$ cat src/hdl/gpff_pkg.sv
package gpff_pkg;

  // Map and patch store sizes.
  localparam int MAX_MAP_COLS   = 64;
  localparam int MAX_MAP_ROWS   = 64;
  localparam int MAX_PATCH_SIDE = 32;

  // Fixed field widths.
  localparam int CFG_W  = 7;
  localparam int CS_W   = 12;
  localparam int PIX_W  = 18;
  localparam int VAL_W  = 7;
  localparam int KIND_W = 2;
  localparam int CELL_W = 5;
  localparam int PDIM_W = 6;
  localparam int IDX_W  = 2;

  // Derived widths.
  localparam int CW    = $clog2(MAX_MAP_COLS + 1);
  localparam int RW    = $clog2(MAX_MAP_ROWS + 1);
  localparam int PW    = $clog2(MAX_PATCH_SIDE + 1);
  localparam int PI_W  = (MAX_PATCH_SIDE > 1) ? $clog2(MAX_PATCH_SIDE) : 1;
  localparam int MAP_DEPTH   = MAX_MAP_COLS * MAX_MAP_ROWS;
  localparam int MAP_AW      = $clog2(MAP_DEPTH);
  localparam int PATCH_DEPTH = MAX_PATCH_SIDE * MAX_PATCH_SIDE;
  localparam int PATCH_AW    = (PATCH_DEPTH > 1) ? $clog2(PATCH_DEPTH) : 1;
  localparam int CLR_DEPTH   = (MAP_DEPTH > PATCH_DEPTH) ? MAP_DEPTH : PATCH_DEPTH;
  localparam int CLR_W       = $clog2(CLR_DEPTH);
  localparam int PROD_W      = (CW + CS_W > PIX_W) ? CW + CS_W : PIX_W;
  localparam int DIV_STEPS   = PIX_W;
  localparam int DIV_W       = $clog2(DIV_STEPS);
  localparam int QDEPTH      = 4;
  localparam int QA_W        = $clog2(QDEPTH);

  localparam logic [VAL_W-1:0] RUN_MAX   = 7'd127;
  localparam logic [VAL_W-1:0] VALUE_MAX = 7'd64;

  // Request kinds.
  typedef enum logic [KIND_W-1:0] {
    OP_LOAD   = 2'd0,
    OP_FIND   = 2'd1,
    OP_COMMIT = 2'd2
  } op_t;

  // Configuration register indexes.
  typedef enum logic [IDX_W-1:0] {
    REG_MAP_COLS  = 2'd0,
    REG_MAP_ROWS  = 2'd1,
    REG_CELL_SIZE = 2'd2
  } reg_idx_t;

  // Classified request passed from the front to the back.
  typedef struct packed {
    op_t                 op;
    logic [PW-1:0]       pc;
    logic [PW-1:0]       pr;
    logic [PIX_W-1:0]    sx;
    logic [PIX_W-1:0]    sy;
    logic [VAL_W-1:0]    value;
    logic [PATCH_AW-1:0] paddr;
  } cmd_t;

  typedef enum logic [1:0] {
    FR_IDLE,
    FR_DIVX,
    FR_DIVY,
    FR_PUSH
  } fr_state_t;

  typedef enum logic [3:0] {
    BK_CLEAR,
    BK_IDLE,
    BK_FIND_ROW,
    BK_FIND_RD,
    BK_FIND_EV,
    BK_FIND_OUT,
    BK_CM_RD,
    BK_CM_EV,
    BK_OC_EV,
    BK_WK_RD,
    BK_WK_EV
  } bk_state_t;

  function automatic logic [MAP_AW-1:0] map_addr(input logic [CW-1:0] col,
                                                 input logic [RW-1:0] row);
    return MAP_AW'(int'(row) * MAX_MAP_COLS + int'(col));
  endfunction

  function automatic logic [PATCH_AW-1:0] patch_addr(input logic [PI_W-1:0] col,
                                                     input logic [PI_W-1:0] row);
    return PATCH_AW'(int'(row) * MAX_PATCH_SIDE + int'(col));
  endfunction

  function automatic logic [VAL_W-1:0] sat_inc(input logic [VAL_W-1:0] v);
    return (v == RUN_MAX) ? RUN_MAX : v + 7'd1;
  endfunction

  function automatic logic [PW-1:0] clamp_patch(input logic [PDIM_W-1:0] v);
    if (v == '0) return PW'(1);
    if (int'(v) > MAX_PATCH_SIDE) return PW'(MAX_PATCH_SIDE);
    return PW'(v);
  endfunction

endpackage

$ cat src/hdl/gpff_front.sv
// Front end: accepts requests, classifies them and converts commit origins
// from pixels to cells with a shared bit-serial divider.
module gpff_front import gpff_pkg::*; (
  input  logic              clk,
  input  logic              rst,
  input  logic              in_valid,
  output logic              in_ready,
  input  logic              hold,
  input  logic [KIND_W-1:0] kind,
  input  logic [CELL_W-1:0] cell_col,
  input  logic [CELL_W-1:0] cell_row,
  input  logic [VAL_W-1:0]  cell_value,
  input  logic [PDIM_W-1:0] patch_cols,
  input  logic [PDIM_W-1:0] patch_rows,
  input  logic [PIX_W-1:0]  pixel_x,
  input  logic [PIX_W-1:0]  pixel_y,
  input  logic [CS_W-1:0]   cell_size,
  input  logic              q_full,
  output logic              push,
  output cmd_t              push_cmd
);

  fr_state_t state, state_next;
  cmd_t cmd;
  logic [PIX_W-1:0] dvd;
  logic [CS_W-1:0]  rem;
  logic [CS_W-1:0]  dcs;
  logic [DIV_W-1:0] cnt;

  logic             accept;
  logic             load_ok;
  logic [CS_W:0]    trial;
  logic             ge;
  logic [CS_W-1:0]  rem_next;
  logic [PIX_W-1:0] dvd_next;
  logic             div_last;

  assign in_ready = (state == FR_IDLE) && !hold;
  assign accept   = in_valid && in_ready;
  assign load_ok  = (int'(cell_col) < MAX_PATCH_SIDE) && (int'(cell_row) < MAX_PATCH_SIDE);
  assign push     = (state == FR_PUSH) && !q_full;
  assign push_cmd = cmd;

  // One restoring division step per cycle.
  always_comb begin
    trial    = {rem, dvd[PIX_W-1]};
    ge       = trial >= {1'b0, dcs};
    rem_next = ge ? CS_W'(trial - {1'b0, dcs}) : CS_W'(trial);
    dvd_next = {dvd[PIX_W-2:0], ge};
    div_last = (cnt == DIV_W'(DIV_STEPS - 1));
  end

  // State register.
  always_ff @(posedge clk) begin
    if (rst) begin
      state <= FR_IDLE;
    end else begin
      state <= state_next;
    end
  end

  // Next state.
  always_comb begin
    state_next = state;
    case (state)
      FR_IDLE: begin
        if (accept) begin
          if (kind == OP_LOAD) begin
            if (load_ok) state_next = FR_PUSH;
          end else if (kind == OP_FIND) begin
            state_next = FR_PUSH;
          end else if (kind == OP_COMMIT) begin
            state_next = FR_DIVX;
          end
        end
      end
      FR_DIVX: if (div_last) state_next = FR_DIVY;
      FR_DIVY: if (div_last) state_next = FR_PUSH;
      FR_PUSH: if (!q_full) state_next = FR_IDLE;
      default: state_next = FR_IDLE;
    endcase
  end

  // Request capture and divider datapath.
  always_ff @(posedge clk) begin
    case (state)
      FR_IDLE: begin
        if (accept) begin
          cmd.op    <= op_t'(kind);
          cmd.pc    <= clamp_patch(patch_cols);
          cmd.pr    <= clamp_patch(patch_rows);
          cmd.sx    <= pixel_x;
          cmd.sy    <= pixel_y;
          cmd.value <= (cell_value > VALUE_MAX) ? VALUE_MAX : cell_value;
          cmd.paddr <= patch_addr(PI_W'(cell_col), PI_W'(cell_row));
          dvd       <= pixel_x;
          rem       <= '0;
          cnt       <= '0;
          dcs       <= (cell_size == '0) ? CS_W'(1) : cell_size;
        end
      end
      FR_DIVX: begin
        if (div_last) begin
          cmd.sx <= dvd_next;
          dvd    <= cmd.sy;
          rem    <= '0;
          cnt    <= '0;
        end else begin
          dvd <= dvd_next;
          rem <= rem_next;
          cnt <= cnt + DIV_W'(1);
        end
      end
      FR_DIVY: begin
        if (div_last) begin
          cmd.sy <= dvd_next;
        end else begin
          dvd <= dvd_next;
          rem <= rem_next;
          cnt <= cnt + DIV_W'(1);
        end
      end
      default: begin
      end
    endcase
  end

endmodule

$ cat config.mk
export PLATFORM = sky130hd
export DESIGN_NAME = gpff_front
export DESIGN_NICKNAME = d
export VERILOG_FILES = /design/src/hdl/gpff_pkg.sv /design/src/hdl/gpff_front.sv
export SDC_FILE = /design/constraint.sdc
export NUM_CORES = 1
export LEC_CHECK = 0
export BUFFER_PORTS_ARGS = -buffer_cell sky130_fd_sc_hd__buf_2
export CELL_PAD_IN_SITES_DETAIL_PLACEMENT = 1
export CELL_PAD_IN_SITES_GLOBAL_PLACEMENT = 2
export CORE_MARGIN = 2
export CORE_UTILIZATION = 36
export DETAILED_ROUTE_END_ITERATION = 8
export GPL_ROUTABILITY_DRIVEN = 0
export GPL_TIMING_DRIVEN = 0
export PLACE_DENSITY_LB_ADDON = 0.1
export SLEW_MARGIN = 20
export SYNTH_ARGS = -nofsm -noshare
export SYNTH_HDL_FRONTEND = slang
export SYNTH_SLANG_ARGS = --single-unit
$ cat constraint.sdc
create_clock -name clk -period 7.1 [get_ports clk]
set_clock_uncertainty 0.2 [all_clocks]
set_input_delay 1.065 -clock clk [delete_from_list [all_inputs] [get_ports clk]]
set_output_delay 1.065 -clock clk [all_outputs]
set_load 0.03 [all_outputs]
==> qor.yml <==
synth:
  synth.most_common_cell: "edfxtp_1"
  synth_fp_nets: 639
  synth_top_family_by_area: "compound AO/OA/AOI/OAI gates"
  synth.yosys.seq_area_share: 0.595
  avgSynthCellArea_um2: 10.9
  synthAdderAreaFrac: 0.0507
  synth_area_leader_cell: "edfxtp_1"
  yosys.area_share.simple: 0.145
  netlist_area_um2: 5820
  synth_compound_area_frac: 0.149
  synth_mux_area_frac: 0.00516
  synthCells: 532
  ys.flop_type: "edfxtp_1"
  synth_top_cells_by_count: "edfxtp_1 (114), nand2_1 (105), nor2_1 (43), a21oi_1 (33)"
  ys_seq_elements: 116
  ys_top_cells_by_area: "edfxtp_1 (59%), nand2_1 (6.8%), ha_1 (4.7%)"
  synth_top_area_frac: 0.588
  ys_warn_count: 0
  synth-edff-count: 114
  async_flop_share: 0
  synth_xor_xnor_area_share: 0.0120
  ys_types: 51
setup_path:
  crit_path_max_incr_delay_ns: 0.67
  critPathArrivalTime_ns: 3.09
  crit_path_end_kind: "flop"
  cp-start-kind: "input pin"
  worstSetupPathType: "in -> reg"
  required_ns: 7.15
  path_cells: "buf_2 > nand2b_1 > nor2_1 > buf_4 > nand2_1 > o21ai_0"
  cpMaxStageDelayCell: "buf_4"
  critical_path_buf_inv_count: 2
  path_max_fanout: 52
  critical_path.top_delay_family: "simple AND/OR/NAND/NOR gates"
detailed_routing:
  drtIter0Drc: 241
  drc_errors: 0
  routed_wl_um: 17100
  vias: 4728
  firstDrtPassIters: 5
  avgRoutedWirePerCell_um: 18.3
  ant_nets: 0
  viasPerCell: 5.06
timing:
  worst_pin_slew_ns: 0.776
  slew_headroom: 0.481
  min_period_ns: 3.03
  finalSetupTns_ns: 0
  fmax_mhz: 330
  hold_viol_final: 0
  final_max_slew_viol_count: 0
  finalSetupViolations: 0
  period_share: 0.427
  grt_setup_unrepaired: "no"
cells_and_area:
  num_antenna_cells: 0
  fin_util: 0.474
  final_nets: 813
  areaGrowthSynthToFinish_pct: 28.9
  drive_gt1_frac: 0.279
floorplanning:
  die-area_um2: 17200
  ios: 153
  core-area_um2: 15800
  die_w_um: 131
  initial_core_util: 0.368
  rows: 46
  die_h_um: 131
pwr:
  peakVddDrop_v: 0.000209
  leakage_nw: 3.07
  power.density_nw_per_um2: 522
global_routing:
  antenna_found_initial: 0
  grtUsageTotal: 0.207
  grt_max_degree: 53
  first_global_vias: 5280
  overflow: 0
  grt_pass1_wl_um: 27800
place:
  portBuffers: 152
  dp_hpwl_um: 12200
cts:
  cts_buffers: 17
  worstSkewPairLatency_ns: 0.42
  htree_num_levels: 4
  post_cts.resized_instances: 0
  cts_hold_buf: 0
  clock_path_buffers: 2
  cts_setup_buffers: 0
  cts.clk_slew.worst_paths_ns: 0.06
  cts_sinks: 116
  root_buffer: "clkbuf_16"
  cts_tree: "built"
worst_hold_path:
  hold_class: "reg -> reg"
outcome:
  status: "complete, no violations"
flow_run:
  max_cap_violations: 0
flip-flops by register name (all words and copies together), names as in the netlist:
signal,cells
push_cmd,67
rem,12
state,2
dcs,12
dvd,18
cnt,5
worst paths after layout:
| path | start | end | slack, ns | cells after the start |
|---|---|---|---|---|
| setup / recovery | hold | push_cmd[45] | 4.07 | 6 |
| hold / removal | state[0] | state[0] | 0.38 | 2 |
| setup reg to reg | state[1] | push_cmd[37] | 4.14 | 6 |
| hold reg to reg | state[0] | state[0] | 0.38 | 2 |
stage by stage:
step	std cells	power (mW)	cell area, um^2	setup slack, ns	hold slack [ns]
finish	934	3.92	7500	4.07	0.382
global route	934	4.16	7500	3.78	0.438
CTS	934	3.95	7500	3.98	0.384
detailed placement	903	3.08	6930	3.54	0.376
global placement	900	3.01	6850	0.294	0.347
floorplan	532	2.48	5820	2.40	0.320
layout make-up:
| class | instances | area (um^2) |
|---|---|---|
| timing repair buffer | 155 | 802 |
| multi-input combinational | 354 | 2150 |
| sequential | 116 | 3460 |
| inverter | 24 | 90.1 |
| buffer | 38 | 161 |
| clock buffer | 19 | 433 |
| tap | 216 | 270 |
| fill | 1817 | 8320 |
| clock inverter | 12 | 139 |
power by group:
part           internal [mW]  total (mW)  switching, mW
Clock                  0.543       0.851          0.308
Combinational          0.550        1.75           1.20
Sequential              1.15        1.32          0.164
cell usage in the layout, fill, tap and decap left out, types with 3 or more instances in the layout:
cell type | synthesis | routed
or3_1 | 4 | 4
nand3_1 | 11 | 11
o21ai_1 | 3 | 3
o211ai_1 | 3 | 3
o21ai_0 | 32 | 32
nor4_1 | 5 | 5
edfxtp_1 | 114 | 114
clkbuf_1 | 32 | 34
ha_1 | 22 | 22
clkinvlp_4 | 0 | 3
clkinv_2 | 0 | 3
buf_2 | 4 | 155
mux2i_1 | 3 | 3
bufinv_16 | 0 | 3
clkbuf_16 | 0 | 17
inv_1 | 24 | 24
clkinv_1 | 0 | 3
a22o_1 | 17 | 17
xor2_1 | 4 | 4
nor2_1 | 43 | 42
a21oi_1 | 33 | 32
nand2_1 | 105 | 105
nor2b_1 | 15 | 15
a22oi_1 | 17 | 17
xnor2_1 | 4 | 4
worst register-to-register path, delay by kind of cell (launching register included):
kind	cells	cell delay (ns)
adder cells (fa/ha/maj)	1	0.20
AO/OA/AOI/OAI	1	0.24
buffers and inverters	3	1.01
flip-flops	1	0.36
AND/OR/NAND/NOR	1	0.58
per-layer routing:
metal | wire [um] | track usage | up-vias
li1 | - | - | 2255
met1 | 7490 | 0.263 | 2303
met2 | 8240 | 0.338 | 151
met3 | 1060 | 0.0521 | 19
met4 | 279 | 0.0833 | 0
met5 | 0 | 0 | -
kinds of logic (layout without fill, tap and decap cells):
kind of cell	count (synthesis)	after routing
buf+inv	62	248
compound gates	127	127
mux	3	3
xor+xnor	8	8
simple gates	193	193
flops	116	116
fa+ha+maj	23	23
Power figures use the tool's default switching activity.
