## config.mk

```make
export PLATFORM = sky130hd
export DESIGN_NAME = gpff_queue
export DESIGN_NICKNAME = d
export VERILOG_FILES = /design/src/hdl/gpff_pkg.sv /design/src/hdl/gpff_queue.sv
export SDC_FILE = /design/constraint.sdc
export NUM_CORES = 1
export LEC_CHECK = 0
export BUFFER_PORTS_ARGS = -buffer_cell sky130_fd_sc_hd__clkbuf_2
export CAP_MARGIN = 40
export CORE_AREA = 2 2 137 139
export DETAILED_ROUTE_END_ITERATION = 6
export DIE_AREA = 0 0 139 141
export GPL_ROUTABILITY_DRIVEN = 0
export PLACE_DENSITY_LB_ADDON = 0.3
export SLEW_MARGIN = 10
export SYNTH_ARGS = -nofsm -noshare
export SYNTH_HDL_FRONTEND = slang
export SYNTH_SLANG_ARGS = --single-unit
```

## constraint.sdc

```tcl
create_clock -name clk -period 3.2 [get_ports clk]
set_input_delay 0.32 -clock clk [delete_from_list [all_inputs] [get_ports clk]]
set_output_delay 0.32 -clock clk [all_outputs]
set_load 0.03 [all_outputs]
```

## src/hdl/gpff_pkg.sv

```systemverilog
package gpff_pkg;

  // Map and patch store sizes.
  localparam int MAX_MAP_COLS   = 64;
  localparam int MAX_MAP_ROWS   = 64;
  localparam int MAX_PATCH_SIDE = 32;

  // Fixed field widths.
  localparam int CFG_W  = 7;
  localparam int CS_W   = 12;
  localparam int PIX_W  = 18;
  localparam int VAL_W  = 7;
  localparam int KIND_W = 2;
  localparam int CELL_W = 5;
  localparam int PDIM_W = 6;
  localparam int IDX_W  = 2;

  // Derived widths.
  localparam int CW    = $clog2(MAX_MAP_COLS + 1);
  localparam int RW    = $clog2(MAX_MAP_ROWS + 1);
  localparam int PW    = $clog2(MAX_PATCH_SIDE + 1);
  localparam int PI_W  = (MAX_PATCH_SIDE > 1) ? $clog2(MAX_PATCH_SIDE) : 1;
  localparam int MAP_DEPTH   = MAX_MAP_COLS * MAX_MAP_ROWS;
  localparam int MAP_AW      = $clog2(MAP_DEPTH);
  localparam int PATCH_DEPTH = MAX_PATCH_SIDE * MAX_PATCH_SIDE;
  localparam int PATCH_AW    = (PATCH_DEPTH > 1) ? $clog2(PATCH_DEPTH) : 1;
  localparam int CLR_DEPTH   = (MAP_DEPTH > PATCH_DEPTH) ? MAP_DEPTH : PATCH_DEPTH;
  localparam int CLR_W       = $clog2(CLR_DEPTH);
  localparam int PROD_W      = (CW + CS_W > PIX_W) ? CW + CS_W : PIX_W;
  localparam int DIV_STEPS   = PIX_W;
  localparam int DIV_W       = $clog2(DIV_STEPS);
  localparam int QDEPTH      = 4;
  localparam int QA_W        = $clog2(QDEPTH);

  localparam logic [VAL_W-1:0] RUN_MAX   = 7'd127;
  localparam logic [VAL_W-1:0] VALUE_MAX = 7'd64;

  // Request kinds.
  typedef enum logic [KIND_W-1:0] {
    OP_LOAD   = 2'd0,
    OP_FIND   = 2'd1,
    OP_COMMIT = 2'd2
  } op_t;

  // Configuration register indexes.
  typedef enum logic [IDX_W-1:0] {
    REG_MAP_COLS  = 2'd0,
    REG_MAP_ROWS  = 2'd1,
    REG_CELL_SIZE = 2'd2
  } reg_idx_t;

  // Classified request passed from the front to the back.
  typedef struct packed {
    op_t                 op;
    logic [PW-1:0]       pc;
    logic [PW-1:0]       pr;
    logic [PIX_W-1:0]    sx;
    logic [PIX_W-1:0]    sy;
    logic [VAL_W-1:0]    value;
    logic [PATCH_AW-1:0] paddr;
  } cmd_t;

  typedef enum logic [1:0] {
    FR_IDLE,
    FR_DIVX,
    FR_DIVY,
    FR_PUSH
  } fr_state_t;

  typedef enum logic [3:0] {
    BK_CLEAR,
    BK_IDLE,
    BK_FIND_ROW,
    BK_FIND_RD,
    BK_FIND_EV,
    BK_FIND_OUT,
    BK_CM_RD,
    BK_CM_EV,
    BK_OC_EV,
    BK_WK_RD,
    BK_WK_EV
  } bk_state_t;

  function automatic logic [MAP_AW-1:0] map_addr(input logic [CW-1:0] col,
                                                 input logic [RW-1:0] row);
    return MAP_AW'(int'(row) * MAX_MAP_COLS + int'(col));
  endfunction

  function automatic logic [PATCH_AW-1:0] patch_addr(input logic [PI_W-1:0] col,
                                                     input logic [PI_W-1:0] row);
    return PATCH_AW'(int'(row) * MAX_PATCH_SIDE + int'(col));
  endfunction

  function automatic logic [VAL_W-1:0] sat_inc(input logic [VAL_W-1:0] v);
    return (v == RUN_MAX) ? RUN_MAX : v + 7'd1;
  endfunction

  function automatic logic [PW-1:0] clamp_patch(input logic [PDIM_W-1:0] v);
    if (v == '0) return PW'(1);
    if (int'(v) > MAX_PATCH_SIDE) return PW'(MAX_PATCH_SIDE);
    return PW'(v);
  endfunction

endpackage

```

## src/hdl/gpff_queue.sv

```systemverilog
// Short request queue between the front and the back.
module gpff_queue import gpff_pkg::*; (
  input  logic clk,
  input  logic rst,
  input  logic push,
  input  cmd_t push_cmd,
  output logic full,
  input  logic pop,
  output logic q_valid,
  output cmd_t q_cmd
);

  cmd_t            slots [QDEPTH];
  logic [QA_W-1:0] wptr;
  logic [QA_W-1:0] rptr;
  logic [QA_W:0]   count;

  assign full    = (count == (QA_W + 1)'(QDEPTH));
  assign q_valid = (count != '0);
  assign q_cmd   = slots[rptr];

  // Pointers and fill count.
  always_ff @(posedge clk) begin
    if (rst) begin
      wptr  <= '0;
      rptr  <= '0;
      count <= '0;
    end else begin
      if (push) wptr <= wptr + QA_W'(1);
      if (pop) rptr <= rptr + QA_W'(1);
      if (push && !pop) count <= count + (QA_W + 1)'(1);
      else if (pop && !push) count <= count - (QA_W + 1)'(1);
    end
  end

  // Entry storage.
  always_ff @(posedge clk) begin
    if (push) slots[wptr] <= push_cmd;
  end

endmodule

```

==> results.json, run 1 <==
{
  "status": "finished clean",
  "fp.dieW_um": 139,
  "finish.instance_area_um2": 12300,
  "synth_top_area_share": 0.794,
  "firstDrtPassIters": 5,
  "fmax_mhz": 395,
  "num_vias": 4636,
  "maxCapViolations": 0,
  "path_class": "flop to output pin",
  "leakage_nw": 4.24,
  "setup.worst_path.end": "q_cmd[32]",
  "tightest_slew_ps": 660,
  "pre_cts_ws_ps": 1140,
  "wl_um": 17600,
  "tritoncts": "done",
  "setup_viol": 0,
  "grt-ovfl-total": 0,
  "synth_cell_types": 22,
  "min_period_over_period": 0.792,
  "fillerInstances": 1207,
  "r2r_start": "wptr[0]",
  "synth_edf_count": 268,
  "worstHoldPathType": "primary input to flop",
  "post-route-drc-count": 0,
  "ys_warn_count": 0,
  "antenna_cells": 0,
  "hpwl_um": 10500,
  "ios": 140,
  "post-route-min-period_ps": 2530,
  "async_flop_share": 0,
  "maxSlewHeadroom": 0.560,
  "clkSinkCount": 277,
  "clock_skew_ps": 9.83,
  "timing.rr.end": "slots[1][42]",
  "tns_ps": 0,
  "grt_max_degree": 43,
  "synth_area_leader_cell": "edfxtp_1",
  "coreArea_um2": 18300,
  "grt_use_total": 0.182,
  "path_cells": "buf_12 > mux4_2 > clkbuf_2",
  "cp.arrival_ps": 2210,
  "hold_viol": 0,
  "portBuffers": 139,
  "syn_area_per_cell_um2": 25.7,
  "worst-path-max-fanout": 23,
  "grt_pass1_wl_um": 27400,
  "dpl_cell_area_um2": 11100,
  "yosysSeqAreaShare": 0.812,
  "worstSetupEndpointType": "output pin",
  "cts_buffers": 28,
  "start_kind": "flop",
  "cts_resized": 0,
  "wire_per_inst_um": 21.1,
  "grt_pass1_vias": 5199,
  "ys.flop_type": "edfxtp_1",
  "htreeDepth": 1,
  "synth_area_leaders": "edfxtp_1 79%, mux4_2 15%, dfxtp_1 1.8%, buf_12 0.79%, ha_1 0.62%",
  "drive_above_1_share": 0.436,
  "antenna_found_initial": 0,
  "syn-num-nets": 471,
  "fin_ws_ps": 667,
  "die_area_um2": 19600,
  "nets": 653,
  "cts_setup_buffers": 0,
  "worstRegToRegCells": 3,
  "clk_pin_slew_ps": 60,
  "cts_buffer_depth": 3,
  "peakVddDrop_mv": 0.541,
  "synth_seq_cells": 277,
  "final_cell_mix": "268 x edfxtp_1, 139 x clkbuf_2, 67 x mux4_2, 29 x clkbuf_16, 22 x dlygate4sd3_1",
  "worst_ep_required_time_ps": 2880,
  "viasPerCell": 5.57,
  "layout_commonest_cell": "edfxtp_1",
  "syn_inst": 394,
  "slowest_stage": "dfxtp_4",
  "first_iter_violations": 204,
  "syn_area_um2": 10100,
  "area_growth_pct": 21.7,
  "dieHeight_um": 141,
  "initial_core_util": 0.555,
  "antenna_left": 0,
  "rows": 50,
  "clockRootBuffer": "clkbuf_16",
  "rsz0062_at_grt": "false",
  "r2r_slack_ps": 1440,
  "maxSlewViolCount": 0,
  "clock_latency_ps": 520,
  "p_per_area_nw_per_um2": 692,
  "slowest_delay_ps": 620
}
## area by class of cell
cell class	instances	area (µm²)	area share
sequential	277	8240	0.668
multi-input combinational	97	1750	0.142
timing repair buffer	168	1070	0.0869
clock buffer	32	737	0.0598
tap	234	293	0.0237
clock inverter	20	229	0.0186
inverter	4	15.0	0.00122
## Yosys cell counts, types with 3 or more instances
cell	n
nor2_1	7
buf_2	4
buf_1	3
buf_4	3
ha_1	5
xor2_1	3
buf_12	4
mux4_2	67
and2_1	4
inv_1	4
edfxtp_1	268
dfxtp_1	9
## per-layer routing
layer  up-vias  GRT usage  part of all wire
li1       2043          -                 -
met1      2419      0.229              0.40
met2       142      0.327              0.52
met3        32     0.0374             0.056
met4         0     0.0473             0.021
met5         -          0                 0
## per-stage QoR
step / instances / power (mW) / utilization / hold WS (ps)
after CTS: 832 / 8.63 / 0.675 / 0.182
final: 832 / 8.53 / 0.675 / 18.0
after global placement: 754 / 5.24 / 0.605 / 473
after detailed placement: 758 / 5.28 / 0.610 / 504
after global routing: 832 / 8.81 / 0.675 / 1.69
after floorplan: 394 / 4.98 / - / 419
## worst min path at each step
stage,start,endpoint,cells past startpoint
after floorplan,push_cmd[0],slots[0][0],0
after global placement,count[2],count[2],2
after detailed placement,count[2],count[2],2
after CTS,push_cmd[32],slots[3][32],1
after global routing,push_cmd[43],slots[1][43],1
final,push_cmd[58],slots[1][58],1
## cells by family (layout without fill, tap and decap cells)
| kind of cell | after synthesis | in the layout | synth area share |
|---|---|---|---|
| flip-flops | 277 | 277 | 0.812 |
| multiplexers | 69 | 69 | 0.151 |
| buffers and inverters | 20 | 224 | 0.0162 |
| AND/OR/NAND/NOR | 15 | 15 | 0.00741 |
| adder cells (fa/ha/maj) | 6 | 6 | 0.00815 |
| XOR/XNOR | 5 | 5 | 0.00432 |
| AO/OA/AOI/OAI | 2 | 2 | 0.000987 |
## sequential cells by signal, indices dropped and copies added, names as in the netlist, named ones only
signal,count
count,3
wptr,2
rptr,2
slots,268
## report_power, final
group | total (mW) | switching [mW] | internal (mW)
registers | 4.24 | 0.0783 | 4.16
logic | 0.966 | 0.590 | 0.376
clock network | 3.32 | 1.27 | 2.05
total | 8.53 | 1.94 | 6.59
## worst max-delay path: cells and delay by family, from the launching register on
family	cells	cell delay, ps
buffers and inverters	2	480
flip-flops	1	620
multiplexers	1	560
## what timing repair did
item / 4_1_cts / 5_1_grt
endpoints found under the setup margin: 0 / 0
hold buffers: 22 / 0
hold endpoints to repair: 81 / 0
No activity file was read; power rests on OpenSTA's default activity.
==> run 2: changes to the inputs <==
--- a/config.mk
+++ b/config.mk
@@ -5,11 +5,12 @@
 export SDC_FILE = /design/constraint.sdc
 export NUM_CORES = 1
 export LEC_CHECK = 0
+export ABC_AREA = 1
 export BUFFER_PORTS_ARGS = -buffer_cell sky130_fd_sc_hd__clkbuf_2
 export CAP_MARGIN = 40
-export CORE_AREA = 2 2 137 139
+export CORE_AREA = 2 2 146 148
 export DETAILED_ROUTE_END_ITERATION = 6
-export DIE_AREA = 0 0 139 141
+export DIE_AREA = 0 0 148 150
 export GPL_ROUTABILITY_DRIVEN = 0
 export PLACE_DENSITY_LB_ADDON = 0.3
 export SLEW_MARGIN = 10
==> constraint.sdc (replaced) <==
create_clock -name clk -period 2.03 [get_ports clk]
set_input_delay 0.203 -clock clk [delete_from_list [all_inputs] [get_ports clk]]
set_output_delay 0.203 -clock clk [all_outputs]
set_load 0.03 [all_outputs]
==> results.json, run 2 <==
{
  "slowest_delay_ps": 380,
  "worstSetupEndpointType": "output pin",
  "tns_ps": 0,
  "p_switching_mw": 3.34,
  "r2r_slack_ps": 400,
  "dp_cells": 1100,
  "pre_cts_ws_ps": 291,
  "muxShareOfSynthArea": 0,
  "initial_core_util": 0.502,
  "die_area_um2": 22200,
  "area_growth_pct": 33.9,
  "path_cells": "buf_12 > clkinv_16 > clkbuf_16 > nor2_1 > o22ai_2 > buf_4",
  "p_sw_frac": 0.241,
  "crit_family": "buffers and inverters",
  "final_cell_mix": "268 x edfxtp_1, 133 x nor2_1, 84 x o21ai_0, 73 x clkbuf_2, 68 x dlygate4sd3_1",
  "wl_met1_um": 10400,
  "r2r_start": "wptr[1]",
  "post-route-drc-count": 0,
  "top_layer": "met4",
  "maxSlewViolCount": 0,
  "seq_area_um2": 8240,
  "yosys.cell_count.top_type": "edfxtp_1",
  "portBuffers": 139,
  "synth_fa_ha_area_frac": 0.00795,
  "hold_ws_ps": 34.4,
  "synthXorXnorAreaFrac": 0.000843,
  "layout_commonest_cell": "edfxtp_1",
  "synth_top_family_by_area": "compound AO/OA/AOI/OAI gates",
  "path_class": "flop to output pin",
  "cts_buffers": 28,
  "p_seq_frac": 0.476,
  "clkSinkCount": 277,
  "first_iter_violations": 499,
  "top_register": "slots",
  "slowest_stage": "dfxtp_4",
  "synth_area_leaders": "edfxtp_1 77%, o21ai_0 6.6%, nor2_1 5.1%, o22ai_1 4.0%, dfxtp_1 1.7%",
  "num_vias": 6800,
  "synth_edf_count": 268,
  "met2_length_um": 11900,
  "synth_top_area_share": 0.775,
  "cts_buffer_depth": 3,
  "setup_viol": 0,
  "multi_input_area_um2": 1980,
  "coreArea_um2": 20700,
  "cp.arrival_ps": 1820,
  "fin_ws_ps": 8.64,
  "firstDrtPassIters": 5,
  "grt-ovfl-total": 0,
  "antenna_found_initial": 0,
  "tightest_slew_ps": 427,
  "worst-path-max-fanout": 14,
  "syn_inst": 707,
  "status": "finished clean",
  "async_flop_share": 0,
  "nets": 1018,
  "critPathBufInv": 4,
  "leakage_nw": 5.02,
  "finalPower_mw": 13.9,
  "clock_latency_ps": 530,
  "grt_pass1_vias": 6628,
  "largest_reg_flops": 268,
  "clock_skew_ps": 12.8,
  "yosysSeqAreaShare": 0.792,
  "grt_pass1_wl_um": 35500,
  "post-route-min-period_ps": 2020,
  "hp-start": "pop",
  "ys.flop_type": "edfxtp_1",
  "reg_top3": "slots (268), count (3)",
  "start_kind": "flop",
  "synth_seq_cells": 277,
  "rsz0062_at_grt": "true",
  "hpwl_um": 12600,
  "antenna_cells": 0,
  "dr_wl_met3_um": 1620,
  "syn_area_per_cell_um2": 14.7,
  "clk_pin_slew_ps": 60,
  "maxCapViolations": 0,
  "synth_area_leader_cell": "edfxtp_1",
  "dieHeight_um": 150,
  "synth_cell_types": 23,
  "clockRootBuffer": "clkbuf_16",
  "hold_viol": 0,
  "drive_above_1_share": 0.281,
  "p_per_area_nw_per_um2": 997,
  "synth_compound_area_frac": 0.109,
  "viasPerCell": 5.49,
  "ys_warn_count": 0,
  "fillerInstances": 1380,
  "htreeDepth": 1,
  "tritoncts": "done",
  "peakVddDrop_mv": 0.821,
  "syn_area_um2": 10400,
  "fmax_mhz": 495,
  "p_int_mw": 10.5,
  "worst_ep_required_time_ps": 1830,
  "min_period_over_period": 0.996,
  "wl_um": 24400,
  "maxSlewHeadroom": 0.715,
  "rows": 53,
  "antenna_left": 0,
  "syn-num-nets": 784,
  "fp.dieW_um": 148,
  "wire_per_inst_um": 19.7,
  "grt_use_total": 0.206,
  "ios": 140,
  "power.share.combinational": 0.140,
  "yosys-top-cells-count": "268 x edfxtp_1, 141 x nor2_1, 136 x o21ai_0",
  "synth-simple-area-share": 0.0561,
  "final_cells": 1238,
  "grt_max_degree": 68,
  "p_clk_frac": 0.383,
  "worstHoldPathType": "primary input to flop"
}
run 2: final timing paths:
check	to	cells past startpoint
worst min-delay path	flop	3
worst max register to register	slots[1][16]	5
worst max-delay path	q_cmd[53]	6
worst min register to register	flop	1
run 2: area by class of cell:
| type | count | area share |
|---|---|---|
| multi-input cells | 370 | 0.143 |
| inverters | 17 | 0.00774 |
| repair inverters | 2 | 0.00126 |
| repair buffers | 245 | 0.161 |
| clock buffers | 33 | 0.0533 |
| clock inverters | 19 | 0.0165 |
| well taps | 275 | 0.0248 |
| flip-flops and latches | 277 | 0.592 |
run 2: repair_timing:
item                                    CTS  global route
cloned                                    4             7
resized for setup                        60           203
endpoints found under the setup margin   67            67
pin swaps                                 4            17
endpoints found under the hold margin   269             0
setup buffers                             7             0
hold buffers                             68             0
run 2: stage by stage:
stage | util | cell area, µm²
6_report | 0.672 | 13900
5_1_grt | 0.672 | 13900
4_1_cts | 0.649 | 13400
3_5_place_dp | 0.554 | 11500
3_3_place_gp | 0.554 | 11500
2_1_floorplan | - | 10400
run 2: cells by family (layout without fill, tap and decap cells):
logic type                 Yosys count  after routing
AOI/OAI and AO/OA                  209            209
xor gates and xnor gates             1              1
adders and majority gates            6              6
buffers and inverters               60            316
DFF                                277            277
and+or+nand+nor                    154            154
run 2: tightest hold or removal path, cell delays in order:
cell	delay (ps)
clkbuf_2	130
o21ai_0	110
nor2_1	80
run 2: metal layers:
layer  vias up  global-route usage
met2       288               0.344
met5         -                   0
met3        50              0.0335
met1      3325               0.283
met4         0              0.0562
li1       3137                   -
run 2: power groups by stage:
stage                     Sequential [mW]  Combinational [mW]  Clock [mW]
after floorplan                      6.70               0.957           0
after global placement               6.72                1.45           0
after detailed placement             6.72                1.48           0
after CTS                            6.59                1.74        5.37
after global routing                 6.62                2.07        5.61
final                                6.60                1.95        5.31
==> run 3: changes to the inputs <==
--- a/config.mk
+++ b/config.mk
@@ -5,12 +5,11 @@
 export SDC_FILE = /design/constraint.sdc
 export NUM_CORES = 1
 export LEC_CHECK = 0
-export ABC_AREA = 1
 export BUFFER_PORTS_ARGS = -buffer_cell sky130_fd_sc_hd__clkbuf_2
 export CAP_MARGIN = 40
-export CORE_AREA = 2 2 146 148
+export CORE_AREA = 2 2 144 146
 export DETAILED_ROUTE_END_ITERATION = 6
-export DIE_AREA = 0 0 148 150
+export DIE_AREA = 0 0 146 148
 export GPL_ROUTABILITY_DRIVEN = 0
 export PLACE_DENSITY_LB_ADDON = 0.3
 export SLEW_MARGIN = 10
==> results.json, run 3 (synthesis gave the netlist of run 1 again) <==
{
  "tritoncts": "done",
  "cts_buffer_depth": 3,
  "firstDrtPassIters": 7,
  "reg_top3": "slots (268), count (3)",
  "critPathBufInv": 4,
  "fp.dieW_um": 146,
  "rsz0062_at_grt": "true",
  "p_switching_mw": 3.12,
  "path_class": "flop to output pin",
  "first_iter_violations": 376,
  "rows": 52,
  "tightest_slew_ps": 469,
  "wire_per_inst_um": 21.6,
  "worstRegToRegCells": 4,
  "initial_core_util": 0.506,
  "p_int_mw": 10.3,
  "status": "finished with violations",
  "hold_depth": 3,
  "cts_buffers": 27,
  "clock_latency_ps": 520,
  "final_cell_mix": "268 x edfxtp_1, 72 x clkbuf_2, 68 x dlygate4sd3_1, 67 x mux4_2, 34 x clkbuf_8",
  "violations": "setup timing",
  "clk_pin_slew_ps": 60,
  "top_register": "slots",
  "dieHeight_um": 148,
  "hpwl_um": 10800,
  "grt_pass1_wl_um": 31000,
  "crit_family": "multiplexers",
  "worstHoldPathType": "primary input to flop",
  "p_seq_frac": 0.493,
  "final_cells": 928,
  "maxSlewHeadroom": 0.687,
  "r2r_start": "count[0]",
  "ios": 140,
  "min_period_over_period": 1.07,
  "hold_end": "rptr[0]",
  "slowest_delay_ps": 550,
  "die_area_um2": 21600,
  "post-route-drc-count": 0,
  "worstSetupEndpointType": "output pin",
  "nets": 717,
  "cp.arrival_ps": 1960,
  "area_growth_pct": 34.2,
  "setup_viol": 62,
  "clockRootBuffer": "clkbuf_16",
  "p_per_area_nw_per_um2": 990,
  "clkSinkCount": 277,
  "dpl_cell_area_um2": 11300,
  "drive_above_1_share": 0.412,
  "coreArea_um2": 20000,
  "maxSlewViolCount": 0,
  "post-route-min-period_ps": 2160,
  "clock_skew_ps": 17.6,
  "hold_viol": 0,
  "maxCapViolations": 0,
  "p_clk_frac": 0.342,
  "grt_max_degree": 68,
  "timing.rr.end": "count[2]",
  "grt_pass1_vias": 5475,
  "antenna_found_initial": 2,
  "layout_commonest_cell": "edfxtp_1",
  "portBuffers": 139,
  "hp-start": "pop",
  "htreeDepth": 1,
  "p_sw_frac": 0.232,
  "grt_use_total": 0.186,
  "wl_um": 20100,
  "start_kind": "flop",
  "fin_ws_ps": -134,
  "power.share.combinational": 0.164,
  "slowest_stage": "mux4_2",
  "worst_ep_required_time_ps": 1830,
  "leakage_nw": 4.71,
  "pre_cts_ws_ps": 230,
  "fmax_mhz": 462,
  "finish.instance_area_um2": 13600,
  "num_vias": 4925,
  "worst-path-max-fanout": 5,
  "peakVddDrop_mv": 0.577,
  "largest_reg_flops": 268,
  "finalPower_mw": 13.5,
  "antenna_left": 0,
  "r2r_slack_ps": 480,
  "grt-ovfl-total": 0,
  "path_cells": "buf_6 > buf_12 > buf_16 > mux4_2 > buf_8",
  "viasPerCell": 5.31,
  "dp_cells": 799
}
-- run 3: cell types whose count changed in the layout (fill, tap and decap cells not counted), sizes merged, moves of 3 or more --
cell,delta
nor2,-134
inv,-10
clkbuf,+20
mux4,+67
nand2,-9
o22ai,-67
and2,+4
o21ai,-138
buf,-30
bufinv,-3
clkinvlp,-4
clkinv,-7
-- run 3: how the worst max path moves through the flow --
stage / to / slack [ps] / cells after the start
after floorplan: slots[2][0] / 210 / 3
after global placement: q_cmd[9] / 330 / 3
after detailed placement: count[2] / 230 / 7
after CTS: q_cmd[9] / -160 / 5
after global routing: q_cmd[17] / -200 / 5
final: q_cmd[17] / -130 / 5
-- run 3: metal layers --
| layer | vias up | wire length (µm) | GRT usage |
|---|---|---|---|
| li1 | 2165 | - | - |
| met3 | 38 | 948 | 0.0324 |
| met2 | 154 | 10200 | 0.318 |
| met4 | 0 | 508 | 0.0597 |
| met1 | 2568 | 8460 | 0.249 |
| met5 | - | 0 | 0 |
-- run 3: what timing repair did --
item / in CTS / in global routing
hold buffers: 68 / 0
buffers inserted: 10 / 0
hold endpoints to repair: 277 / 0
endpoints found under the setup margin: 63 / 67
gates cloned: 3 / 3
resized for setup: 135 / 37
pin swaps: 0 / 0
-- run 3: layout make-up --
class	instances	area (µm²)
clock inverter	10	93.8
antenna	2	5.00
fill	1321	6440
sequential	277	8240
clock buffer	35	706
tap	270	338
multi-input combinational	97	1750
timing repair buffer	233	2460
inverter	4	15.0
-- run 3: worst register-to-register path: stages, from the launching register on --
cell	delay, ps
dfxtp_1	360
fa_1	440
xor2_1	170
or3_1	310
a21oi_1	190
-- run 3: power by group through the flow --
stage | logic [mW] | registers [mW] | clock network (mW)
2_1_floorplan | 1.10 | 6.74 | 0
3_3_place_gp | 1.58 | 6.75 | 0
3_5_place_dp | 1.61 | 6.77 | 0
4_1_cts | 2.14 | 6.64 | 4.68
5_1_grt | 2.33 | 6.66 | 4.92
6_report | 2.21 | 6.64 | 4.61
-- run 3: per-stage QoR --
stage | TNS [ps] | util | hold WS (ps)
6_report | -3720 | 0.679 | 55.6
5_1_grt | -8790 | 0.679 | 76.2
2_1_floorplan | 0 | - | 302
4_1_cts | -7540 | 0.674 | 34.3
3_3_place_gp | 0 | 0.563 | 415
3_5_place_dp | 0 | 0.563 | 425
